### config.mk
export PLATFORM = sky130hd
export DESIGN_NAME = debounced_toggle_with_auto_timeout_top
export DESIGN_NICKNAME = d
export VERILOG_FILES = /design/src/rtl/dbtog_pkg.sv /design/src/rtl/debounced_toggle_with_auto_timeout_top.sv
export SDC_FILE = /design/constraint.sdc
export NUM_CORES = 1
export LEC_CHECK = 0
export ABC_CLOCK_PERIOD_IN_PS = 11500
export BUFFER_PORTS_ARGS = -buffer_cell sky130_fd_sc_hd__buf_4
export CAP_MARGIN = 20
export CELL_PAD_IN_SITES_DETAIL_PLACEMENT = 1
export CELL_PAD_IN_SITES_GLOBAL_PLACEMENT = 1
export CORE_UTILIZATION = 32
export DETAILED_ROUTE_END_ITERATION = 16
export GPL_TIMING_DRIVEN = 0
export HOLD_SLACK_MARGIN = 0.1
export PLACE_DENSITY = 0.56
export SLEW_MARGIN = 15
export SYNTH_ARGS = -nofsm -noshare
export SYNTH_HDL_FRONTEND = slang
export SYNTH_SLANG_ARGS = --single-unit
### constraint.sdc
create_clock -name clk -period 11.5 [get_ports clk]
set_input_delay 1.15 -clock clk [delete_from_list [all_inputs] [get_ports clk]]
set_output_delay 1.15 -clock clk [all_outputs]
set_load 0.02 [all_outputs]
### src/rtl/dbtog_pkg.sv
// Shared types, codes and constants for the debounced toggle block.
package dbtog_pkg;

    localparam int TIME_WIDTH_DEFAULT = 32;

    localparam int DEBOUNCE_W = 16;
    localparam int COOLDOWN_W = 16;
    localparam int TIMEOUT_W  = 11;
    localparam int INTERVAL_W = 17;
    localparam int CFG_DATA_W = 17;
    localparam int CFG_IDX_W  = 2;

    localparam int MS_W      = 32;
    localparam int EPOCH_W   = 32;
    localparam int SECONDS_W = 32;
    localparam int TOUT_S_W  = 17;

    localparam int IN_TDATA_W  = 72;
    localparam int OUT_TDATA_W = 72;

    // Input tdata layout
    localparam int IN_BTN_LSB   = 0;
    localparam int IN_NOW_LSB   = 1;
    localparam int IN_EPOCH_LSB = 33;
    localparam int IN_WAKE_LSB  = 65;
    localparam int IN_SET_LSB   = 66;

    // Output tdata layout
    localparam int OUT_MODE_LSB    = 0;
    localparam int OUT_TOGGLED_LSB = 1;
    localparam int OUT_TIMEOUT_LSB = 2;
    localparam int OUT_START_LSB   = 3;
    localparam int OUT_ELAPSED_LSB = 35;

    localparam logic [DEBOUNCE_W-1:0] DEBOUNCE_RST = 16'd50;
    localparam logic [COOLDOWN_W-1:0] COOLDOWN_RST = 16'd1000;
    localparam logic [TIMEOUT_W-1:0]  TIMEOUT_RST  = 11'd60;
    localparam logic [INTERVAL_W-1:0] INTERVAL_RST = 17'd600;

    localparam logic [TIMEOUT_W-1:0] TIMEOUT_DEFAULT_MIN = 11'd60;
    localparam logic [TIMEOUT_W-1:0] TIMEOUT_MAX_MIN     = 11'd1440;
    localparam logic [TOUT_S_W-1:0]  SECONDS_PER_MIN     = 17'd60;

    typedef enum logic [1:0] {
        REQ_BUTTON  = 2'd0,
        REQ_WAKE    = 2'd1,
        REQ_TIMEOUT = 2'd2,
        REQ_SET     = 2'd3
    } req_t;

    typedef enum logic [CFG_IDX_W-1:0] {
        CFG_DEBOUNCE = 2'd0,
        CFG_COOLDOWN = 2'd1,
        CFG_TIMEOUT  = 2'd2,
        CFG_INTERVAL = 2'd3
    } cfg_idx_t;

endpackage

### src/rtl/debounced_toggle_with_auto_timeout_top.sv
// Debounced button toggle with wake aging and automatic timeout, top level.
//
// Input channel s_axis_*: one transfer per request; tuser carries the request
// kind (button sample, wake, timeout check, set command), tdata the button
// level, millisecond time, epoch seconds, wake cause and set value.
// Output channel m_axis_*: exactly one result transfer per request, in order.
// Configuration: cfg_wen writes cfg_data into register cfg_idx at the clock
// edge; write only while no request is in flight.
// Path: each request passes the input register, then the result register.
// Throughput: one request per cycle while the output is not stalled; the
// whole update is one pass of logic between the input and result registers.
// Stall: when m_axis_tready is low the result register holds; the input
// register still takes one more request, then s_axis_tready drops.
// Reset: rst_n clears the mode and all debounce state, sets the armed flag
// and loads the register defaults (50 ms, 1000 ms, 60 min, 600 s).
// TIME_WIDTH sets the width of the stored millisecond stamps; time
// differences wrap modulo 2^TIME_WIDTH.
module debounced_toggle_with_auto_timeout_top #(
    parameter int TIME_WIDTH = dbtog_pkg::TIME_WIDTH_DEFAULT
) (
    input  logic                              clk,
    input  logic                              rst_n,
    input  logic                              cfg_wen,
    input  logic [dbtog_pkg::CFG_IDX_W-1:0]   cfg_idx,
    input  logic [dbtog_pkg::CFG_DATA_W-1:0]  cfg_data,
    input  logic                              s_axis_tvalid,
    output logic                              s_axis_tready,
    // button_down, now_ms, epoch_now, wake_on_button, set_on, zero fill
    input  logic [dbtog_pkg::IN_TDATA_W-1:0]  s_axis_tdata,
    // req_type
    input  logic [1:0]                        s_axis_tuser,
    output logic                              m_axis_tvalid,
    input  logic                              m_axis_tready,
    // mode_active, toggled, timed_out, started_epoch, elapsed_s, zero fill
    output logic [dbtog_pkg::OUT_TDATA_W-1:0] m_axis_tdata
);
    import dbtog_pkg::*;

    logic [DEBOUNCE_W-1:0] debounce_reg;
    logic [COOLDOWN_W-1:0] cooldown_reg;
    logic [TIMEOUT_W-1:0]  timeout_reg;
    logic [INTERVAL_W-1:0] interval_reg;

    logic                   in_valid_reg;
    req_t                   req_reg;
    logic                   btn_reg;
    logic [MS_W-1:0]        now_reg;
    logic [EPOCH_W-1:0]     epoch_reg;
    logic                   wake_btn_reg;
    logic                   set_on_reg;

    logic                   mode_reg, mode_next;
    logic [EPOCH_W-1:0]     start_reg, start_next;
    logic [SECONDS_W-1:0]   fallback_reg, fallback_next;
    logic                   was_pressed_reg, was_pressed_next;
    logic [TIME_WIDTH-1:0]  press_start_reg, press_start_next;
    logic [TIME_WIDTH-1:0]  last_toggle_reg, last_toggle_next;
    logic                   armed_reg, armed_next;

    logic                   out_valid_reg;
    logic [OUT_TDATA_W-1:0] out_data_reg;

    logic                   fire;
    logic                   toggled;
    logic                   timed_out;
    logic [63:0]            now_wide;
    logic [TIME_WIDTH-1:0]  now_t;
    logic [TIME_WIDTH-1:0]  since_press;
    logic [TIME_WIDTH-1:0]  since_last;
    logic [SECONDS_W-1:0]   aged;
    logic [SECONDS_W-1:0]   elapsed;
    logic [TIMEOUT_W-1:0]   tmo_min;
    logic [TOUT_S_W-1:0]    tmo_s;

    assign fire          = in_valid_reg && (!out_valid_reg || m_axis_tready);
    assign s_axis_tready = !in_valid_reg || fire;
    assign m_axis_tvalid = out_valid_reg;
    assign m_axis_tdata  = out_data_reg;

    always_ff @(posedge clk or negedge rst_n)
    begin
        if (!rst_n)
        begin
            debounce_reg <= DEBOUNCE_RST;
            cooldown_reg <= COOLDOWN_RST;
            timeout_reg  <= TIMEOUT_RST;
            interval_reg <= INTERVAL_RST;
        end
        else if (cfg_wen)
        begin
            unique case (cfg_idx_t'(cfg_idx))
                CFG_DEBOUNCE: debounce_reg <= cfg_data[DEBOUNCE_W-1:0];
                CFG_COOLDOWN: cooldown_reg <= cfg_data[COOLDOWN_W-1:0];
                CFG_TIMEOUT:  timeout_reg  <= cfg_data[TIMEOUT_W-1:0];
                CFG_INTERVAL: interval_reg <= cfg_data[INTERVAL_W-1:0];
                default:      debounce_reg <= debounce_reg;
            endcase
        end
    end

    // Input register
    always_ff @(posedge clk or negedge rst_n)
    begin
        if (!rst_n)
        begin
            in_valid_reg <= 1'b0;
        end
        else if (s_axis_tready)
        begin
            in_valid_reg <= s_axis_tvalid;
        end
    end

    always_ff @(posedge clk)
    begin
        if (s_axis_tvalid && s_axis_tready)
        begin
            req_reg      <= req_t'(s_axis_tuser);
            btn_reg      <= s_axis_tdata[IN_BTN_LSB];
            now_reg      <= s_axis_tdata[IN_NOW_LSB +: MS_W];
            epoch_reg    <= s_axis_tdata[IN_EPOCH_LSB +: EPOCH_W];
            wake_btn_reg <= s_axis_tdata[IN_WAKE_LSB];
            set_on_reg   <= s_axis_tdata[IN_SET_LSB];
        end
    end

    assign now_wide    = {32'd0, now_reg};
    assign now_t       = now_wide[TIME_WIDTH-1:0];
    assign since_press = now_t - press_start_reg;
    assign since_last  = now_t - last_toggle_reg;
    assign aged        = fallback_reg + SECONDS_W'(interval_reg);

    always_comb
    begin
        if (epoch_reg != '0 && start_reg != '0 && epoch_reg > start_reg)
            elapsed = epoch_reg - start_reg;
        else
            elapsed = fallback_reg;
    end

    always_comb
    begin
        priority if (timeout_reg == '0)
            tmo_min = TIMEOUT_DEFAULT_MIN;
        else if (timeout_reg > TIMEOUT_MAX_MIN)
            tmo_min = TIMEOUT_MAX_MIN;
        else
            tmo_min = timeout_reg;
    end

    assign tmo_s = TOUT_S_W'(tmo_min) * SECONDS_PER_MIN;

    always_comb
    begin
        mode_next        = mode_reg;
        start_next       = start_reg;
        fallback_next    = fallback_reg;
        was_pressed_next = was_pressed_reg;
        press_start_next = press_start_reg;
        last_toggle_next = last_toggle_reg;
        armed_next       = armed_reg;
        toggled          = 1'b0;
        timed_out        = 1'b0;
        unique case (req_reg)
            REQ_BUTTON:
            begin
                if (!btn_reg)
                begin
                    was_pressed_next = 1'b0;
                    armed_next       = 1'b1;
                end
                else if (!was_pressed_reg)
                begin
                    was_pressed_next = 1'b1;
                    press_start_next = now_t;
                end
                else if (armed_reg
                         && since_press >= TIME_WIDTH'(debounce_reg)
                         && !(last_toggle_reg != '0
                              && since_last < TIME_WIDTH'(cooldown_reg)))
                begin
                    armed_next       = 1'b0;
                    last_toggle_next = now_t;
                    mode_next        = !mode_reg;
                    start_next       = mode_reg ? '0 : epoch_reg;
                    fallback_next    = '0;
                    toggled          = 1'b1;
                end
            end
            REQ_WAKE:
            begin
                if (mode_reg)
                begin
                    fallback_next = aged;
                    if (start_reg == '0 && epoch_reg != '0 && epoch_reg > aged)
                        start_next = epoch_reg - aged;
                end
                if (wake_btn_reg)
                begin
                    mode_next        = !mode_reg;
                    start_next       = mode_reg ? '0 : epoch_reg;
                    fallback_next    = '0;
                    toggled          = 1'b1;
                    last_toggle_next = now_t;
                    was_pressed_next = btn_reg;
                    press_start_next = now_t;
                    armed_next       = 1'b0;
                end
            end
            REQ_TIMEOUT:
            begin
                if (mode_reg && elapsed >= SECONDS_W'(tmo_s))
                begin
                    mode_next     = 1'b0;
                    start_next    = '0;
                    fallback_next = '0;
                    toggled       = 1'b1;
                    timed_out     = 1'b1;
                end
            end
            REQ_SET:
            begin
                if (set_on_reg != mode_reg)
                begin
                    mode_next     = set_on_reg;
                    start_next    = set_on_reg ? epoch_reg : '0;
                    fallback_next = '0;
                    toggled       = 1'b1;
                end
            end
            default:
            begin
                toggled = 1'b0;
            end
        endcase
    end

    // Advance block state on each processed request
    always_ff @(posedge clk or negedge rst_n)
    begin
        if (!rst_n)
        begin
            mode_reg        <= 1'b0;
            start_reg       <= '0;
            fallback_reg    <= '0;
            was_pressed_reg <= 1'b0;
            press_start_reg <= '0;
            last_toggle_reg <= '0;
            armed_reg       <= 1'b1;
        end
        else if (fire)
        begin
            mode_reg        <= mode_next;
            start_reg       <= start_next;
            fallback_reg    <= fallback_next;
            was_pressed_reg <= was_pressed_next;
            press_start_reg <= press_start_next;
            last_toggle_reg <= last_toggle_next;
            armed_reg       <= armed_next;
        end
    end

    // Result register
    always_ff @(posedge clk or negedge rst_n)
    begin
        if (!rst_n)
        begin
            out_valid_reg <= 1'b0;
        end
        else if (fire)
        begin
            out_valid_reg <= 1'b1;
        end
        else if (m_axis_tready)
        begin
            out_valid_reg <= 1'b0;
        end
    end

    always_ff @(posedge clk)
    begin
        if (fire)
        begin
            out_data_reg <= {5'd0, fallback_next, (mode_next ? start_next : 32'd0),
                             timed_out, toggled, mode_next};
        end
    end

endmodule

==> run metrics, run 1 <==
outcome completed; CTS Buffer Depth 3; area of the multi-input gates 0.01491 sq mm; RSZ-0062 raised after global routing no; Tot GR Track Use 22.44%; syn_area_per_cell 9.500 sq um; number of synthesized flops with an enable pin ~140; Ys Warns 0; die area between 0.08 and 0.09 sq mm; CTS tree yes; Worst Hold Class in2async; Max Clock Skew 30.36 ps; register area share after synthesis a little over a third; fillcell total 8,838; post-synthesis cell count around 2.7k; hold buffer count at cts 0; Pins Over Slew Limit 0; max_cap viols 0; number of flip-flops under the largest register name 67; IO Pins 172; area grow syn2layout 16.08%; Initial Utilization 32.49%; Reg-to-Reg End m_axis_tdata[37]$_DFFE_PP_; cell area after synthesis 0.02525 sq mm; end of the critical path m_axis_tdata[37]$_DFFE_PP_; CTS Buf Count 43; largest net degree at the start of global routing 86; Buffers on Ports 161; overall power 6.436 mW; Setup-failing EPs final 0; crit-path max cell delay 600 ps; routability cong. 0.8927; headroom to the max-slew limit 23.18%; post-DR wirelength/cell ~23 um; CTS resizes 0; final core occ 37.71%; most common cell after layout, fill and taps aside inv_1; clk slew on worst S/H paths 60 ps; register area 0.008936 sq mm; Vias between 20k and 25k; slowest stage cell, crit path nor4_1; critical-path maximum fanout 10; DRC violations left 0; total wire length 90,720 um; first-pass GRT wire length 140,700 um; Static Leak 12.34 nW; H-tree Lvls 2; n_diodes 0; initial drt markers 1,451; fin crit period 8952 ps; worst-skew pair later-pin latency 600 ps; num rows 102; FFs w/ async S/R, synth between 50% and 60%; commonest cells after routing, fill and taps aside inv_1, ha_1, a21oi_1; Post-CTS Setup Repair Bufs 0; Fin. Hold Viols 0; vias in the first global route roughly 23k; Crit. End Element register; CP startpoint timeout_reg[4]$_DFFE_PN1P_; area of the core 0.07772 sq mm; initial antenna violation count 1; Worst-Margin Slew between 1000 and 1500 ps; Reg-to-Reg Start timeout_reg[4]$_DFFE_PN1P_; critical path arrival between 9000 and 10,000 ps; Worst R2R Path Depth 35; dpl hpwl 72,730 um; post-synth cell types between 100 and 150; nets@finish 3,204; layout cell share with drive strength beyond 1 between 15 and 20%; CTS Sinks 329; Fmax 111.7 MHz; Die Y 282.9 um; CP Class reg2reg; Fin Setup TNS 0 ps; Post-DRT Antenna Nets 0; Worst Path Required roughly 12,000 ps; drt pass-1 iters 6; CTS root buffer clkbuf_16; dominant synthesized flop cell dfrtp_1; pwr/cell area 219.6 mW/mm^2; startpoint types register; crit share post-route 77.84%; synthesized flop and latch total roughly 330; r2r setup slk 2550 ps; VDD IR max 0.1142 mV; total gr overflow 0; Die Wd 282.9 um; drt via density 5.496
==> final cells by class <==
type / instances / area share (%)
plain buffers: 116 / 2.040
clock buffers: 54 / 4.051
clock inverters: 25 / 0.6616
inverters: 225 / 2.881
multi-input cells: 1992 / 50.86
flip-flops and latches: 329 / 30.49
well taps: 1040 / 4.439
repair buffers: 167 / 4.576
==> worst min path at each step <==
stage	slack, ps	endpoint
after CTS	370	start_reg[23]$_DFFE_PN0P_
after detailed placement	490	m_axis_tvalid$_DFFE_PN0P_
after floorplan	460	press_start_reg[0]$_DFFE_PN0P_
after global placement	480	m_axis_tvalid$_DFFE_PN0P_
after global routing	400	start_reg[23]$_DFFE_PN0P_
final	400	start_reg[23]$_DFFE_PN0P_
==> cell families after synthesis <==
family	after synthesis	synth area share (%)
compound gates	814	22.45
xor+xnor	123	4.266
fa+ha+maj	233	12.13
buf+inv	341	5.698
flops	329	35.39
mux	137	6.516
other cells	1	0.01485
simple gates	680	13.54
==> stage by stage <==
stage,hold WS (ps),cell area (sq um),setup slack [ps],cells
global route,399.6,29310,1856,3948
floorplan,456.3,25270,4248,2662
finish,401.4,29310,2548,3948
global placement,476.7,27780,2627,3863
CTS,374.4,29310,2526,3948
detailed placement,489.6,27930,2623,3869
==> Yosys cell counts, types with 22 or more instances <==
library cell / number / area, sq um
a22o_1: 33 / 289.0
o21a_1: 30 / 225.2
edfxtp_1: 136 / 4084
nor2_1: 135 / 506.7
mux2_4: 30 / 450.4
ha_1: 212 / 2653
nor4_1: 42 / 262.8
xor2_1: 50 / 437.9
inv_1: 224 / 840.8
nor3_1: 50 / 250.2
nand2_1: 200 / 750.7
o2bb2ai_1: 32 / 280.3
nand4_1: 47 / 294.0
nand3_1: 43 / 215.2
o21ai_0: 143 / 715.7
nor2b_1: 22 / 137.6
a211oi_1: 22 / 165.2
a222oi_1: 23 / 230.2
a21o_1: 66 / 495.5
clkbuf_1: 75 / 281.5
mux2_2: 99 / 1115
o211ai_1: 27 / 202.7
dfrtp_1: 175 / 4379
xnor2_1: 73 / 639.4
a31oi_1: 22 / 137.6
a21oi_1: 211 / 1056
==> power by group <==
group          internal, mW  switching (mW)  total, mW  leakage [nW]
Combinational          1.39            2.07       3.46          7.96
Clock                 0.762           0.583       1.35         0.676
Sequential             1.44           0.186       1.63          3.70
Total                  3.60            2.84       6.44          12.3
==> critical path: cells and delay by family (launching register included) <==
family	cells	cell delay [ps]
AO/OA/AOI/OAI	16	3330
XOR/XNOR	1	110
adder cells (fa/ha/maj)	4	1660
buffers and inverters	4	830
flip-flops	1	510
AND/OR/NAND/NOR	10	2150
==> per-layer routing <==
layer | global-route usage [%] | share of wire [%] | routed length, um
met5 | 0 | 0 | 0
met4 | 6.630 | 2.7 | 2413
met3 | 2.375 | 3.1 | 2829
met2 | 39.04 | 49 | 44400
met1 | 29.15 | 45 | 41070
Note: power is estimated with default switching activity, not from simulation.
==> inputs of run 2 (changes only) <==
ABC_CLOCK_PERIOD_IN_PS = 7950   (was 11500)
PLACE_DENSITY = 0.58   (was 0.56)
clock period = 7.95 ns   (was 11.5 ns; I/O delays follow)
==> run 2 against run 1 <==
  * Final cell count increased by 0.48%
  * Register-to-register slack worse by 2100 ps
  * Wire length shrank 0.51%
  * Critical path depth decreased by 1
  * Hold slack worse by 250 ps
  * Combinational power is 51% higher
  * Non-clock buffer count is 15 higher
  * Critical path type unchanged
  * Largest power group unchanged
==> run metrics, run 2 (synthesized netlist as in run 1, its figures left out) <==
outcome completed; IO Pins 172; worst-skew pair later-pin latency approximately 600 ps; clk slew on worst S/H paths approximately 60 ps; Die Wd 282.9 um; slowest stage cell, crit path fa_1; Fin. Hold Viols 0; total placed instance area 0.02792 sq mm; fin crit period 7506 ps; initial antenna violation count 5; crit-path max cell delay 580 ps; max_cap viols 0; headroom to the max-slew limit 19.95%; layout cell share with drive strength beyond 1 17.70%; Buffers on Ports ~160; commonest cells after routing, fill and taps aside inv_1, ha_1, a21oi_1; DRC violations left 0; num rows 102; first-pass GRT wire length 139,100 um; number of flip-flops under the largest register name 67; Worst Hold Class in2async; cell area after layout between 0.02 and 0.03 sq mm; CTS Sinks 329; largest net degree at the start of global routing between 70 and 80; Reg-to-Reg Start timeout_reg[3]$_DFFE_PN1P_; total gr overflow 0; die area 0.08004 sq mm; CTS Buf Count 44; Min Hold Slack 155.3 ps; hold buffer count at cts 0; total wire length 90,250 um; drt pass-1 iters 8; most common cell after layout, fill and taps aside inv_1; final worst slack ~440 ps; CP Class reg2reg; initial drt markers 1,319; Max Clock Skew 27.60 ps; vias in the first global route 23.18k; dpl hpwl 71,930 um; Crit. End Element register; H-tree Lvls 2; r2r setup slk 440 ps; Fmax 133.2 MHz; CTS tree yes; CTS root buffer clkbuf_16; drt via density 5.538; Worst-Margin Slew 1190 ps; Reg-to-Reg End m_axis_tdata[46]$_DFFE_PP_; Pins Over Slew Limit 0; Fin Setup TNS 0 ps; Worst R2R Path Depth 34; nets@finish 3,220; Setup-failing EPs final 0; CTS Buffer Depth 3; Cells after DPL 3,869; area of the core 0.07772 sq mm; pre-CTS WS -908.7 ps; critical-path maximum fanout 10; startpoint types register; Tot GR Track Use between 20 and 25%; Static Leak 12.55 nW; area grow syn2layout 17.86%; Final Non-Filler Cells 3,967; crit share post-route 94.42%; routability cong. 0.9142; Die Y 282.9 um; Post-DRT Antenna Nets 0; Initial Utilization 32.49%; critical path arrival 7830 ps; VDD IR max 0.1870 mV; Worst Path Required 8270 ps; post-DR wirelength/cell between 20 and 25 um; pwr/cell area about 330 mW/mm^2; Vias approximately 22k
==> run 2: repair_timing <==
| item | 4_1_cts | 5_1_grt |
|---|---|---|
| cloned | 0 | 0 |
| pin swaps | 4 | 16 |
| buffers inserted | 4 | 11 |
| gates resized for setup | 12 | 33 |
| endpoints found under the setup margin | 130 | 123 |
==> run 2: how the worst max path moves through the flow <==
stage | start | to | slack (ps)
6_report | timeout_reg[3]$_DFFE_PN1P_ | m_axis_tdata[46]$_DFFE_PP_ | 440
5_1_grt | timeout_reg[6]$_DFFE_PN0P_ | m_axis_tdata[46]$_DFFE_PP_ | -20
4_1_cts | timeout_reg[4]$_DFFE_PN1P_ | m_axis_tdata[47]$_DFFE_PP_ | -20
3_5_place_dp | timeout_reg[9]$_DFFE_PN0P_ | m_axis_tdata[49]$_DFFE_PP_ | -910
3_3_place_gp | timeout_reg[9]$_DFFE_PN0P_ | m_axis_tdata[47]$_DFFE_PP_ | -800
2_1_floorplan | timeout_reg[4]$_DFFE_PN1P_ | fallback_reg[9]$_DFFE_PN0P_ | 700
==> run 2: per-layer routing <==
layer / GRT usage, % / share of wire (%) / vias to the layer above
met2: 38.85 / 49 / 437
met4: 6.997 / 2.9 / 0
li1: - / - / 10370
met1: 28.23 / 44 / 11050
met5: 0 / 0 / -
met3: 2.472 / 3.5 / 116
==> run 2: where the power goes <==
part	internal (mW)	switching, mW
sequential	2.09	0.271
combinational	2.09	3.12
clock	1.30	0.848
==> run 2: critical path: cells and delay by family (launching register included) <==
kind,cells,cell delay [ps]
AO/OA/AOI/OAI,15,2570
XOR/XNOR,1,110
AND/OR/NAND/NOR,11,1810
adder cells (fa/ha/maj),4,1650
buffers and inverters,3,500
flip-flops,1,550
==> run 2: layout make-up <==
type                       instances  area, sq um
clock buffer                      56         1186
inverter                         225        844.6
fill                            8830        47960
antenna                            1        2.502
timing repair buffer             183         1451
tap                             1040         1301
multi-input combinational       1992        15080
sequential                       329         8937
clock inverter                    26        360.3
buffer                           115        601.8
==> run 2: through the flow <==
stage               util [%]  total power [mW]
finish                 38.29             9.708
global route           38.29             10.44
CTS                    38.01             9.670
detailed placement     35.92             7.415
global placement       35.74             7.232
floorplan                  -             5.871
